File: src/cks_pkg.sv
`timescale 1ns / 1ps
// cks_pkg: shared constants, register indexes and lane mapping for the ChaCha20 keystream block.
// No dependencies.
package cks_pkg;

   localparam int WORD_BITS = 32;
   localparam int BLOCK_WORDS = 16;
   localparam int KEY_WORDS = 8;
   localparam int NONCE_WORDS = 3;
   localparam int LANES = 4;
   localparam int ROUND_COUNT_DEFAULT = 20;

   localparam int CSR_INDEX_BITS = 3;
   localparam int CSR_DATA_BITS = 64;

   localparam logic [CSR_INDEX_BITS-1:0] REG_KEY_0_1   = 3'd0;
   localparam logic [CSR_INDEX_BITS-1:0] REG_KEY_2_3   = 3'd1;
   localparam logic [CSR_INDEX_BITS-1:0] REG_KEY_4_5   = 3'd2;
   localparam logic [CSR_INDEX_BITS-1:0] REG_KEY_6_7   = 3'd3;
   localparam logic [CSR_INDEX_BITS-1:0] REG_NONCE_0_1 = 3'd4;
   localparam logic [CSR_INDEX_BITS-1:0] REG_NONCE_2   = 3'd5;

   typedef logic [WORD_BITS-1:0] word_type;

   localparam word_type SIGMA [4] = '{32'h61707865, 32'h3320646e, 32'h79622d32, 32'h6b206574};

   // state position of a quarter-round operand: role 0..3 is a, b, c, d
   function automatic logic [3:0] lane_word(input logic [1:0] lane, input logic [1:0] role,
                                            input logic diag);
      logic [1:0] col;
      col = diag ? 2'(lane + role) : lane;
      return {role, col};
   endfunction

endpackage

File: src/cks_quarter_half.sv
`timescale 1ns / 1ps
// cks_quarter_half: one half of a ChaCha quarter-round (two add-xor-rotate steps) on one lane.
// Depends on cks_pkg.
module cks_quarter_half (
   input  logic              second_half,
   input  cks_pkg::word_type a_in,
   input  cks_pkg::word_type b_in,
   input  cks_pkg::word_type c_in,
   input  cks_pkg::word_type d_in,
   output cks_pkg::word_type a_out,
   output cks_pkg::word_type b_out,
   output cks_pkg::word_type c_out,
   output cks_pkg::word_type d_out
);

   cks_pkg::word_type a_sum;
   cks_pkg::word_type d_mix;
   cks_pkg::word_type d_rot;
   cks_pkg::word_type c_sum;
   cks_pkg::word_type b_mix;
   cks_pkg::word_type b_rot;

   always_comb begin
      a_sum = a_in + b_in;
      d_mix = d_in ^ a_sum;
      d_rot = second_half ? {d_mix[23:0], d_mix[31:24]} : {d_mix[15:0], d_mix[31:16]};
      c_sum = c_in + d_rot;
      b_mix = b_in ^ c_sum;
      b_rot = second_half ? {b_mix[24:0], b_mix[31:25]} : {b_mix[19:0], b_mix[31:20]};
   end

   assign a_out = a_sum;
   assign b_out = b_rot;
   assign c_out = c_sum;
   assign d_out = d_rot;

endmodule

File: src/chacha20_keystream_block_top.sv
`timescale 1ns / 1ps
// ChaCha20 keystream block top: config registers, round sequencer, output stage.
// Depends on cks_pkg and cks_quarter_half.
// Sequence: accept loads the initial state, then ceil(ROUND_COUNT/2) double rounds run, each as four
// half quarter-round passes of four lanes; then the sixteen output words are registered in order.
// start is accepted only while idle, so one block completes before the next one is taken.
// busy is high from the accepting edge until the last word is registered; results cannot stall.
// Synchronous active-high reset clears control state and all config registers to zero.
module chacha20_keystream_block_top #(
   parameter int ROUND_COUNT = cks_pkg::ROUND_COUNT_DEFAULT
) (
   input  logic                                clock,
   input  logic                                reset,
   input  logic                                start,
   output logic                                busy,
   input  logic [31:0]                         req_block_counter,
   output logic                                rsp_valid,
   output logic [31:0]                         rsp_keystream_word,
   output logic [3:0]                          rsp_word_index,
   output logic                                rsp_last_word,
   input  logic                                csr_valid,
   output logic                                csr_ready,
   input  logic [cks_pkg::CSR_INDEX_BITS-1:0]  csr_index,
   input  logic [cks_pkg::CSR_DATA_BITS-1:0]   csr_data
);

   localparam int DOUBLE_ROUNDS = (ROUND_COUNT + 1) / 2;
   localparam int DR_BITS = $clog2(DOUBLE_ROUNDS + 1);
   localparam logic [DR_BITS-1:0] DR_LAST = DR_BITS'(DOUBLE_ROUNDS - 1);

   localparam logic [1:0] ST_IDLE  = 2'd0;
   localparam logic [1:0] ST_ROUND = 2'd1;
   localparam logic [1:0] ST_EMIT  = 2'd2;

   logic [1:0]         state_ff, state_in;
   logic [1:0]         step_ff, step_in;
   logic [DR_BITS-1:0] dr_ff, dr_in;
   logic [3:0]         emit_ff, emit_in;
   logic [31:0]        held_ff, held_in;

   cks_pkg::word_type key_ff [cks_pkg::KEY_WORDS];
   cks_pkg::word_type nonce_ff [cks_pkg::NONCE_WORDS];
   cks_pkg::word_type work_ff [cks_pkg::BLOCK_WORDS];
   cks_pkg::word_type work_in [cks_pkg::BLOCK_WORDS];
   cks_pkg::word_type init_words [cks_pkg::BLOCK_WORDS];

   logic        rsp_valid_ff, rsp_valid_in;
   logic [31:0] rsp_word_ff, rsp_word_in;
   logic [3:0]  rsp_index_ff, rsp_index_in;
   logic        rsp_last_ff, rsp_last_in;

   logic accept;
   logic diag;
   logic csr_write;

   cks_pkg::word_type qa [cks_pkg::LANES];
   cks_pkg::word_type qb [cks_pkg::LANES];
   cks_pkg::word_type qc [cks_pkg::LANES];
   cks_pkg::word_type qd [cks_pkg::LANES];
   cks_pkg::word_type ra [cks_pkg::LANES];
   cks_pkg::word_type rb [cks_pkg::LANES];
   cks_pkg::word_type rc [cks_pkg::LANES];
   cks_pkg::word_type rd [cks_pkg::LANES];

   assign busy      = (state_ff != ST_IDLE);
   assign accept    = start && !busy;
   assign diag      = step_ff[1];
   assign csr_ready = 1'b1;
   assign csr_write = csr_valid && csr_ready;

   always_comb begin
      for (int i = 0; i < 4; i++) init_words[i] = cks_pkg::SIGMA[i];
      for (int i = 0; i < cks_pkg::KEY_WORDS; i++) init_words[4 + i] = key_ff[i];
      init_words[12] = held_ff;
      for (int i = 0; i < cks_pkg::NONCE_WORDS; i++) init_words[13 + i] = nonce_ff[i];
   end

   for (genvar l = 0; l < cks_pkg::LANES; l++) begin : g_lane
      assign qa[l] = work_ff[cks_pkg::lane_word(2'(l), 2'd0, diag)];
      assign qb[l] = work_ff[cks_pkg::lane_word(2'(l), 2'd1, diag)];
      assign qc[l] = work_ff[cks_pkg::lane_word(2'(l), 2'd2, diag)];
      assign qd[l] = work_ff[cks_pkg::lane_word(2'(l), 2'd3, diag)];

      cks_quarter_half u_qh (
         .second_half (step_ff[0]),
         .a_in        (qa[l]),
         .b_in        (qb[l]),
         .c_in        (qc[l]),
         .d_in        (qd[l]),
         .a_out       (ra[l]),
         .b_out       (rb[l]),
         .c_out       (rc[l]),
         .d_out       (rd[l])
      );
   end

   always_comb begin
      state_in     = state_ff;
      step_in      = step_ff;
      dr_in        = dr_ff;
      emit_in      = emit_ff;
      held_in      = held_ff;
      work_in      = work_ff;
      rsp_valid_in = 1'b0;
      rsp_word_in  = work_ff[emit_ff] + init_words[emit_ff];
      rsp_index_in = emit_ff;
      rsp_last_in  = (emit_ff == 4'hF);
      unique case (state_ff)
         ST_IDLE: begin
            if (accept) begin
               held_in = req_block_counter;
               work_in = init_words;
               work_in[12] = req_block_counter;
               step_in = 2'd0;
               dr_in = '0;
               state_in = ST_ROUND;
            end
         end
         ST_ROUND: begin
            for (int l = 0; l < cks_pkg::LANES; l++) begin
               work_in[cks_pkg::lane_word(2'(l), 2'd0, diag)] = ra[l];
               work_in[cks_pkg::lane_word(2'(l), 2'd1, diag)] = rb[l];
               work_in[cks_pkg::lane_word(2'(l), 2'd2, diag)] = rc[l];
               work_in[cks_pkg::lane_word(2'(l), 2'd3, diag)] = rd[l];
            end
            step_in = step_ff + 2'd1;
            if (step_ff == 2'd3) begin
               dr_in = dr_ff + 1'b1;
               if (dr_ff == DR_LAST) begin
                  emit_in = 4'd0;
                  state_in = ST_EMIT;
               end
            end
         end
         ST_EMIT: begin
            rsp_valid_in = 1'b1;
            emit_in = emit_ff + 4'd1;
            if (emit_ff == 4'hF) begin
               state_in = ST_IDLE;
            end
         end
         default: begin
            state_in = ST_IDLE;
         end
      endcase
   end

   always_ff @(posedge clock) begin
      if (reset) begin
         state_ff     <= ST_IDLE;
         step_ff      <= 2'd0;
         dr_ff        <= '0;
         emit_ff      <= 4'd0;
         held_ff      <= '0;
         rsp_valid_ff <= 1'b0;
      end else begin
         state_ff     <= state_in;
         step_ff      <= step_in;
         dr_ff        <= dr_in;
         emit_ff      <= emit_in;
         held_ff      <= held_in;
         rsp_valid_ff <= rsp_valid_in;
      end
   end

   always_ff @(posedge clock) begin
      work_ff      <= work_in;
      rsp_word_ff  <= rsp_word_in;
      rsp_index_ff <= rsp_index_in;
      rsp_last_ff  <= rsp_last_in;
   end

   always_ff @(posedge clock) begin
      if (reset) begin
         for (int i = 0; i < cks_pkg::KEY_WORDS; i++) key_ff[i] <= '0;
         for (int i = 0; i < cks_pkg::NONCE_WORDS; i++) nonce_ff[i] <= '0;
      end else if (csr_write) begin
         unique case (csr_index)
            cks_pkg::REG_KEY_0_1: begin
               key_ff[0] <= csr_data[31:0];
               key_ff[1] <= csr_data[63:32];
            end
            cks_pkg::REG_KEY_2_3: begin
               key_ff[2] <= csr_data[31:0];
               key_ff[3] <= csr_data[63:32];
            end
            cks_pkg::REG_KEY_4_5: begin
               key_ff[4] <= csr_data[31:0];
               key_ff[5] <= csr_data[63:32];
            end
            cks_pkg::REG_KEY_6_7: begin
               key_ff[6] <= csr_data[31:0];
               key_ff[7] <= csr_data[63:32];
            end
            cks_pkg::REG_NONCE_0_1: begin
               nonce_ff[0] <= csr_data[31:0];
               nonce_ff[1] <= csr_data[63:32];
            end
            cks_pkg::REG_NONCE_2: begin
               nonce_ff[2] <= csr_data[31:0];
            end
            default: begin
            end
         endcase
      end
   end

   assign rsp_valid          = rsp_valid_ff;
   assign rsp_keystream_word = rsp_word_ff;
   assign rsp_word_index     = rsp_index_ff;
   assign rsp_last_word      = rsp_last_ff;

endmodule
File: config.mk
export PLATFORM = sky130hd
export DESIGN_NAME = chacha20_keystream_block_top
export DESIGN_NICKNAME = d
export VERILOG_FILES = /design/src/cks_pkg.sv /design/src/cks_quarter_half.sv /design/src/chacha20_keystream_block_top.sv
export SDC_FILE = /design/constraint.sdc
export NUM_CORES = 2
export LEC_CHECK = 0
export ABC_CLOCK_PERIOD_IN_PS = 22300
export CAP_MARGIN = 20
export CELL_PAD_IN_SITES_DETAIL_PLACEMENT = 1
export CELL_PAD_IN_SITES_GLOBAL_PLACEMENT = 2
export CORE_ASPECT_RATIO = 1.1
export CORE_MARGIN = 2
export CORE_UTILIZATION = 47
export CTS_CLUSTER_DIAMETER = 40
export DETAILED_ROUTE_END_ITERATION = 6
export DONT_BUFFER_PORTS = 1
export MAX_ROUTING_LAYER = met4
export PLACE_DENSITY = 0.87
export RECOVER_POWER = 50
export SYNTH_ARGS = -nofsm -noshare
export SYNTH_HDL_FRONTEND = slang
export SYNTH_SLANG_ARGS = --single-unit
File: constraint.sdc
create_clock -name clock -period 22.3 [get_ports clock]
set_input_delay 1.115 -clock clock [delete_from_list [all_inputs] [get_ports clock]]
set_output_delay 1.115 -clock clock [all_outputs]
set_load 0.01 [all_outputs]
---- Word-level counts from Yosys, hierarchy flattened ----
Memory sizes are Yosys's and may differ from the RTL's.
Index checks and enable logic that the tools add are counted.
storage, ports and cells
  flip-flop bits (word level) ............. 594
  RAM bits ................................ 352
  bits of input ports ..................... 103
  output and inout bits ................... 40
  logic and storage cells ................. 285
  memories kept ........................... 2
operators by class
  add/subtract/negate cells ............... 12
  order comparisons ....................... 25
  eq/ne operators ......................... 14
  multiplexer cells ....................... 151
  bitwise gates (word level) .............. 32
  reduce and logical (&&, ||, !) cells .... 24
memories
  name      depth  bits a word  rd ports  clocked after Yosys merged registers in  write ports  line                                source
  key_ff    8      32           8         0                                        8            chacha20_keystream_block_top.sv:41  cks_pkg::word_type key_ff [cks_pkg::KEY_WORDS];
  nonce_ff  3      32           3         0                                        3            chacha20_keystream_block_top.sv:42  cks_pkg::word_type nonce_ff [cks_pkg::NONCE_WORDS];
operator list
  cell                                                         number
  bitwise mux 512 bit                                          12
  2-to-1 mux 32 bit                                            59
  binary-select mux 32 bit (select 4 bit)                      14
  demux 32 bit (select 4 bit)                                  12
  one-hot mux 512 bit (2 select lines)                         1
  2-to-1 mux 512 bit                                           1
  adder 32 bit                                                 9
  XOR 32 bit                                                   8
  greater-or-equal comparator 5 bit (second input constant)    13
  less-than comparator 5 x 1 -> 1 bit (second input constant)  12
  NOT 4 -> 5 bit                                               9
  2-to-1 mux 1 bit                                             31
  2-to-1 mux 2 bit                                             13
  NOT 3 -> 5 bit                                               4
  2-to-1 mux 4 bit                                             4
  one-hot mux 4 bit (2 select lines)                           2
  logical AND 1 bit                                            13
  OR 1 bit                                                     11
  adder 4 x 1 -> 4 bit (second input constant)                 2
  == test 4 bit (second input constant)                        2
  != test 2 bit (second input constant)                        4
  == test 3 x 2 -> 1 bit (second input constant)               2
  == test 3 bit (second input constant)                        2
  one-hot mux 2 bit (3 select lines)                           1
  other kinds (12)                                             17

---- Longest topological paths before layout ----
  depth after elaboration ................. 24
  gate-level depth with buffers ........... 45
  mapped depth without buffers ............ 36

---- Hierarchy ----
Synthesis repeated with hierarchy kept, for this count alone.
unflattened totals
  cells, all modules ...................... 6754
  area, all modules ....................... 70837.9 µm²
modules (own cells, without submodules)
  module                                  times used  cells an instance  area each (µm²)  seq. area each (µm²)
  chacha20_keystream_block_top            1           4066               51847.2          27586.5
  cks_quarter_half at g_lane[1].u_qh ...  2           672                4737.0           0.0
  cks_quarter_half at g_lane[3].u_qh      1           682                4878.4           0.0
  cks_quarter_half at g_lane[0].u_qh      1           662                4638.2           0.0

---- Least setup slack after synthesis ----
OpenSTA, ideal clock, no wires.
  path type ............................... reg-to-reg
  start point ............................. register state_ff[1]
  end point ............................... register work_ff[0] (netlist bit), enable pin
  library setup time ...................... 3.244 ns
  data arrival time ....................... 8.811 ns
  data required time ...................... 19.056 ns
  setup slack ............................. 10.245 ns
  stages on the path, launching flop included .. 7
  buffers on the path ..................... 4
  clock period less this slack ............ 12.055 ns
  cell sequence ........................... dfxtp_1 nand2b_1 clkbuf_1 clkbuf_1 clkbuf_1 clkbuf_1 nand2_1
between the ends
  word-level cells in the longest chain between the ends .. 5
ends and longest elaborated chain
  element                            line                                 source
  start, declared                    chacha20_keystream_block_top.sv:35   logic [1:0] state_ff, state_in;
  start signal, assigned             chacha20_keystream_block_top.sv:157  state_ff <= state_in;
  nonzero test 2 bit                 chacha20_keystream_block_top.sv:65   assign busy = (state_ff != ST_IDLE);
  zero test 1 bit                    chacha20_keystream_block_top.sv:66   assign accept = start && !busy;
  logical AND 1 bit                  chacha20_keystream_block_top.sv:66
  != test 2 bit (no line)            n/a
  AND reduction 2 bit (no line) (*)  n/a
  end signal, assigned               chacha20_keystream_block_top.sv:167  work_ff <= work_in;
  end, declared                      chacha20_keystream_block_top.sv:43   cks_pkg::word_type work_ff [cks_pkg::BLOCK_WORDS];
Mark *: on every way between the ends. The rest lies on a longest branch, timed or not.
A chain may end at the register's enable or synchronous reset.

==> impl_metrics.prom <==
# TYPE chip_impl_metric gauge
chip_impl_metric{name="drt_pre_antenna_iters",unit=""} 7
chip_impl_info{name="dominant_delay_contributor_by_cell_family_on_the_critical_path",value="compound AO/OA/AOI/OAI gates"} 1
chip_impl_info{name="busiest_layer",value="met2"} 1
chip_impl_metric{name="globalRoute.totalOverflow",unit=""} 0
chip_impl_metric{name="drt_wl_total",unit="mm"} 421.4
chip_impl_info{name="synth_top_cells_by_area",value="sky130_fd_sc_hd__edfxtp_1 (37%), sky130_fd_sc_hd__mux4_2 (8.4%), sky130_fd_sc_hd__mux2i_1 (5.8%), sky130_fd_sc_hd__ha_1 (5.0%), sky130_fd_sc_hd__xnor2_1 (4.2%)"} 1
chip_impl_metric{name="nets",unit=""} 7227
chip_impl_metric{name="ys_async_sr_fraction",unit="%"} 0
chip_impl_metric{name="yosysWarningCount",unit=""} 0
chip_impl_metric{name="core",unit="um^2"} 149300
chip_impl_metric{name="globalRouteMet3Util",unit="%"} 27.63
chip_impl_metric{name="gp_routability_congestion",unit=""} 1.193
chip_impl_metric{name="die_height",unit="um"} 410.0
chip_impl_metric{name="final_critical_delay_including_setup_and_external_delays",unit="ns"} 14.35
chip_impl_metric{name="fin_crit_sh",unit="%"} 64.37
chip_impl_metric{name="post_cts_hold_buffer_count",unit=""} 0
chip_impl_metric{name="die_area",unit="um^2"} 153000
chip_impl_metric{name="clock_slew_at_reported_path_ffs",unit="ns"} 0.06
chip_impl_info{name="violations",value="max-capacitance violations, max-slew violations"} 1
chip_impl_info{name="ctsRootBufferMaster",value="sky130_fd_sc_hd__clkbuf_16"} 1
chip_impl_metric{name="syn-instance-count",unit=""} 6931
chip_impl_info{name="layout_commonest_cell",value="sky130_fd_sc_hd__edfxtp_1"} 1
chip_impl_metric{name="final_antenna_net_count",unit=""} 0
chip_impl_metric{name="post_cts_repair_timing_setup_buffer_count",unit=""} 0
chip_impl_metric{name="via_count",unit=""} 65910
chip_impl_metric{name="clock_sink_count",unit=""} 946
chip_impl_metric{name="yosysTopAreaCellShare",unit="%"} 36.83
chip_impl_metric{name="antenna_found_initial",unit=""} 86
chip_impl_metric{name="hpwlAfterDp",unit="mm"} 333.8
chip_impl_metric{name="grt_pass1_vias",unit=""} 62760
chip_impl_metric{name="synthDistinctLibCells",unit=""} 106
chip_impl_metric{name="critical_path.max_fanout",unit=""} 146
chip_impl_metric{name="die_width",unit="um"} 373.1
chip_impl_metric{name="worst_ep_required_time",unit="ns"} 23.00
chip_impl_metric{name="synth_sequential_area_ratio",unit="%"} 39.16
chip_impl_metric{name="timing_worst_slew_pin_value",unit="ns"} 9.888
chip_impl_metric{name="areaGrowthSynthToFinish",unit="%"} 11.89
chip_impl_metric{name="synth_edf_count",unit=""} 864
chip_impl_metric{name="number_of_buffers_added_by_the_clock_tree_synthesis_step",unit=""} 172
chip_impl_metric{name="route.detailed.drc",unit=""} 0
chip_impl_info{name="synth-main-ff-cell",value="sky130_fd_sc_hd__edfxtp_1"} 1
chip_impl_metric{name="arrival",unit="ns"} 15.05
chip_impl_metric{name="timing.critical_path.buf_inv",unit=""} 3
chip_impl_metric{name="cts.repair.resized",unit=""} 0
chip_impl_metric{name="tns",unit="ns"} 0
chip_impl_metric{name="relative_slew_margins",unit="%"} -559.2
chip_impl_metric{name="ios",unit=""} 143
chip_impl_info{name="setup.worst_path.class",value="flop to flop"} 1
chip_impl_info{name="crit_path_start_kind",value="flop"} 1
chip_impl_metric{name="global_route.usage.met1",unit="%"} 64.25
chip_impl_metric{name="syn_avg_cell_area",unit="um^2"} 10.16
chip_impl_metric{name="finalHoldViolations",unit=""} 0
chip_impl_metric{name="worstSkewPairLatency",unit="ns"} 0.87
chip_impl_metric{name="mappedNetlistNets",unit=""} 7324
chip_impl_metric{name="post_drt_wl_per_cell",unit="um"} 46.72
chip_impl_metric{name="placement_rows",unit=""} 149
chip_impl_metric{name="post_route_cells_drive_above_1_share",unit="%"} 14.72
chip_impl_info{name="end_kind",value="flop"} 1
chip_impl_info{name="critPathSlowestCell",value="sky130_fd_sc_hd__dfxtp_1"} 1
chip_impl_info{name="synthDominantAreaCellType",value="sky130_fd_sc_hd__edfxtp_1"} 1
chip_impl_info{name="cts_tree",value="done"} 1
chip_impl_metric{name="wire_length_of_the_first_global_routing_pass",unit="mm"} 552.6
chip_impl_metric{name="finalSetupViolCount",unit=""} 0
chip_impl_metric{name="start_util",unit="%"} 47.17
chip_impl_metric{name="synth_area",unit="um^2"} 70440
chip_impl_info{name="mostFrequentLayoutCells",value="sky130_fd_sc_hd__edfxtp_1 (864), sky130_fd_sc_hd__nor2_1 (741), sky130_fd_sc_hd__nand2_1 (668)"} 1
chip_impl_metric{name="cap_violations",unit=""} 29
chip_impl_metric{name="port_buffers",unit=""} 0
chip_impl_info{name="unrepaired_setup_endpoints_after_global_routing",value="no"} 1
chip_impl_info{name="critPathMostFrequentCell",value="sky130_fd_sc_hd__o21ai_0"} 1
chip_impl_metric{name="cts.htree.levels",unit=""} 4
chip_impl_metric{name="postSynthRegisterBits",unit=""} 946
chip_impl_metric{name="fmax",unit="GHz"} 0.06967
chip_impl_metric{name="grt_start_max_net_pins",unit=""} 170
chip_impl_metric{name="vias_per_cell",unit=""} 7.307
chip_impl_metric{name="global_route.usage.total",unit="%"} 55.38
chip_impl_info{name="hp-class",value="input pin to flop"} 1
chip_impl_metric{name="use_met2",unit="%"} 73.44
chip_impl_metric{name="timing.final.max_slew_violations",unit=""} 1168
chip_impl_info{name="outcome",value="finished, violations left"} 1
chip_impl_metric{name="max_stage_delay",unit="ns"} 2.19
chip_impl_metric{name="cts.path.max_buffers",unit=""} 3
chip_impl_metric{name="drtIter0Drc",unit=""} 12320
chip_impl_metric{name="fin_worst_skew",unit="ns"} 0.05970
[through the flow]
stage / hold WS (ns) / worst slack, ns / utilization, % / cells / area [um^2]
global placement: 0.4386 / 10.23 / 48.53 / 8597 / 72470
finish: 0.3193 / 7.947 / 52.78 / 9020 / 78820
global route: 0.3215 / 8.028 / 52.76 / 9009 / 78790
floorplan: 0.3290 / 10.24 / - / 6931 / 70440
CTS: 0.3172 / 9.902 / 52.63 / 8926 / 78590
detailed placement: 0.4483 / 10.02 / 48.56 / 8603 / 72510
[layout make-up]
cell class	instances	area, um^2
inverters	198	758.2
clock buffers	199	4508
well taps	1963	2456
diodes	74	185.2
fillers	16020	70510
multi-input cells	5368	40590
clock inverters	124	1565
flip-flops and latches	946	27600
repair buffers	148	1152
[synthesized netlist by cell type, drive strengths merged (11+ instances only)]
library cell    n
a21oi         476
edfxtp        864
and3           45
a31oi          73
nor2b          37
nand2b        158
mux2          252
mux2i         412
and4           17
o211ai         34
o21bai         41
ha            281
a31o           11
clkbuf        282
or3            22
buf           137
o31a           12
nand4          26
inv           198
xor2          214
a21o          135
xnor2         339
o22ai          23
nor3           70
mux4          263
o21ai         492
dfxtp          82
a211oi         49
a22o           19
o31ai          21
a221o          16
o21a           48
a21boi         14
a22oi          15
nor2          743
a211o          16
and2           76
nand2         673
o221ai         21
or2            18
nand3          59
[kinds of logic after synthesis]
kind of cell	share of synthesized area, %
muxes	18.30
DFF	39.16
xor gates and xnor gates	7.123
other	0.005324
buffers and inverters	3.387
adders and majority gates	5.309
and+or+nand+nor	12.48
AOI/OAI and AO/OA	14.24
[registers in the layout (all words and copies together), names as in the netlist]
| name | cells |
|---|---|
| key_ff | 256 |
| dr_ff | 4 |
| nonce_ff | 96 |
| emit_ff | 4 |
| held_ff | 32 |
| step_ff | 2 |
| rsp_word_index | 4 |
| rsp_last_word | 1 |
| state_ff | 2 |
| rsp_keystream_word | 32 |
| rsp_valid | 1 |
| work_ff | 512 |
[metal layers]
metal	wire, um	part of all wire, %
met5	0	0
met4	38610	9.2
met3	69040	16
met1	147500	35
met2	166200	39
[path summary, 6_finish.rpt]
kind / start / to / slack (ns) / depth (start not counted)
max: step_ff[1] / work_ff[261] / 7.95 / 34
min: reset / held_ff[18] / 0.32 / 1
max reg2reg: step_ff[1] / work_ff[261] / 7.95 / 34
min reg2reg: held_ff[3] / held_ff[3] / 0.46 / 2
[worst register-to-register path, delay by kind of cell, from the launching register on]
kind,cells,cell delay (ns)
AOI/OAI and AO/OA,19,5.70
xor gates and xnor gates,4,2.19
adders and majority gates,2,0.61
buffers and inverters,3,1.84
DFF,1,2.19
muxes,2,0.62
and+or+nand+nor,4,1.04
Power is not shown: default switching activity piles up to over one toggle a cycle in this logic, so the estimate is an artifact.
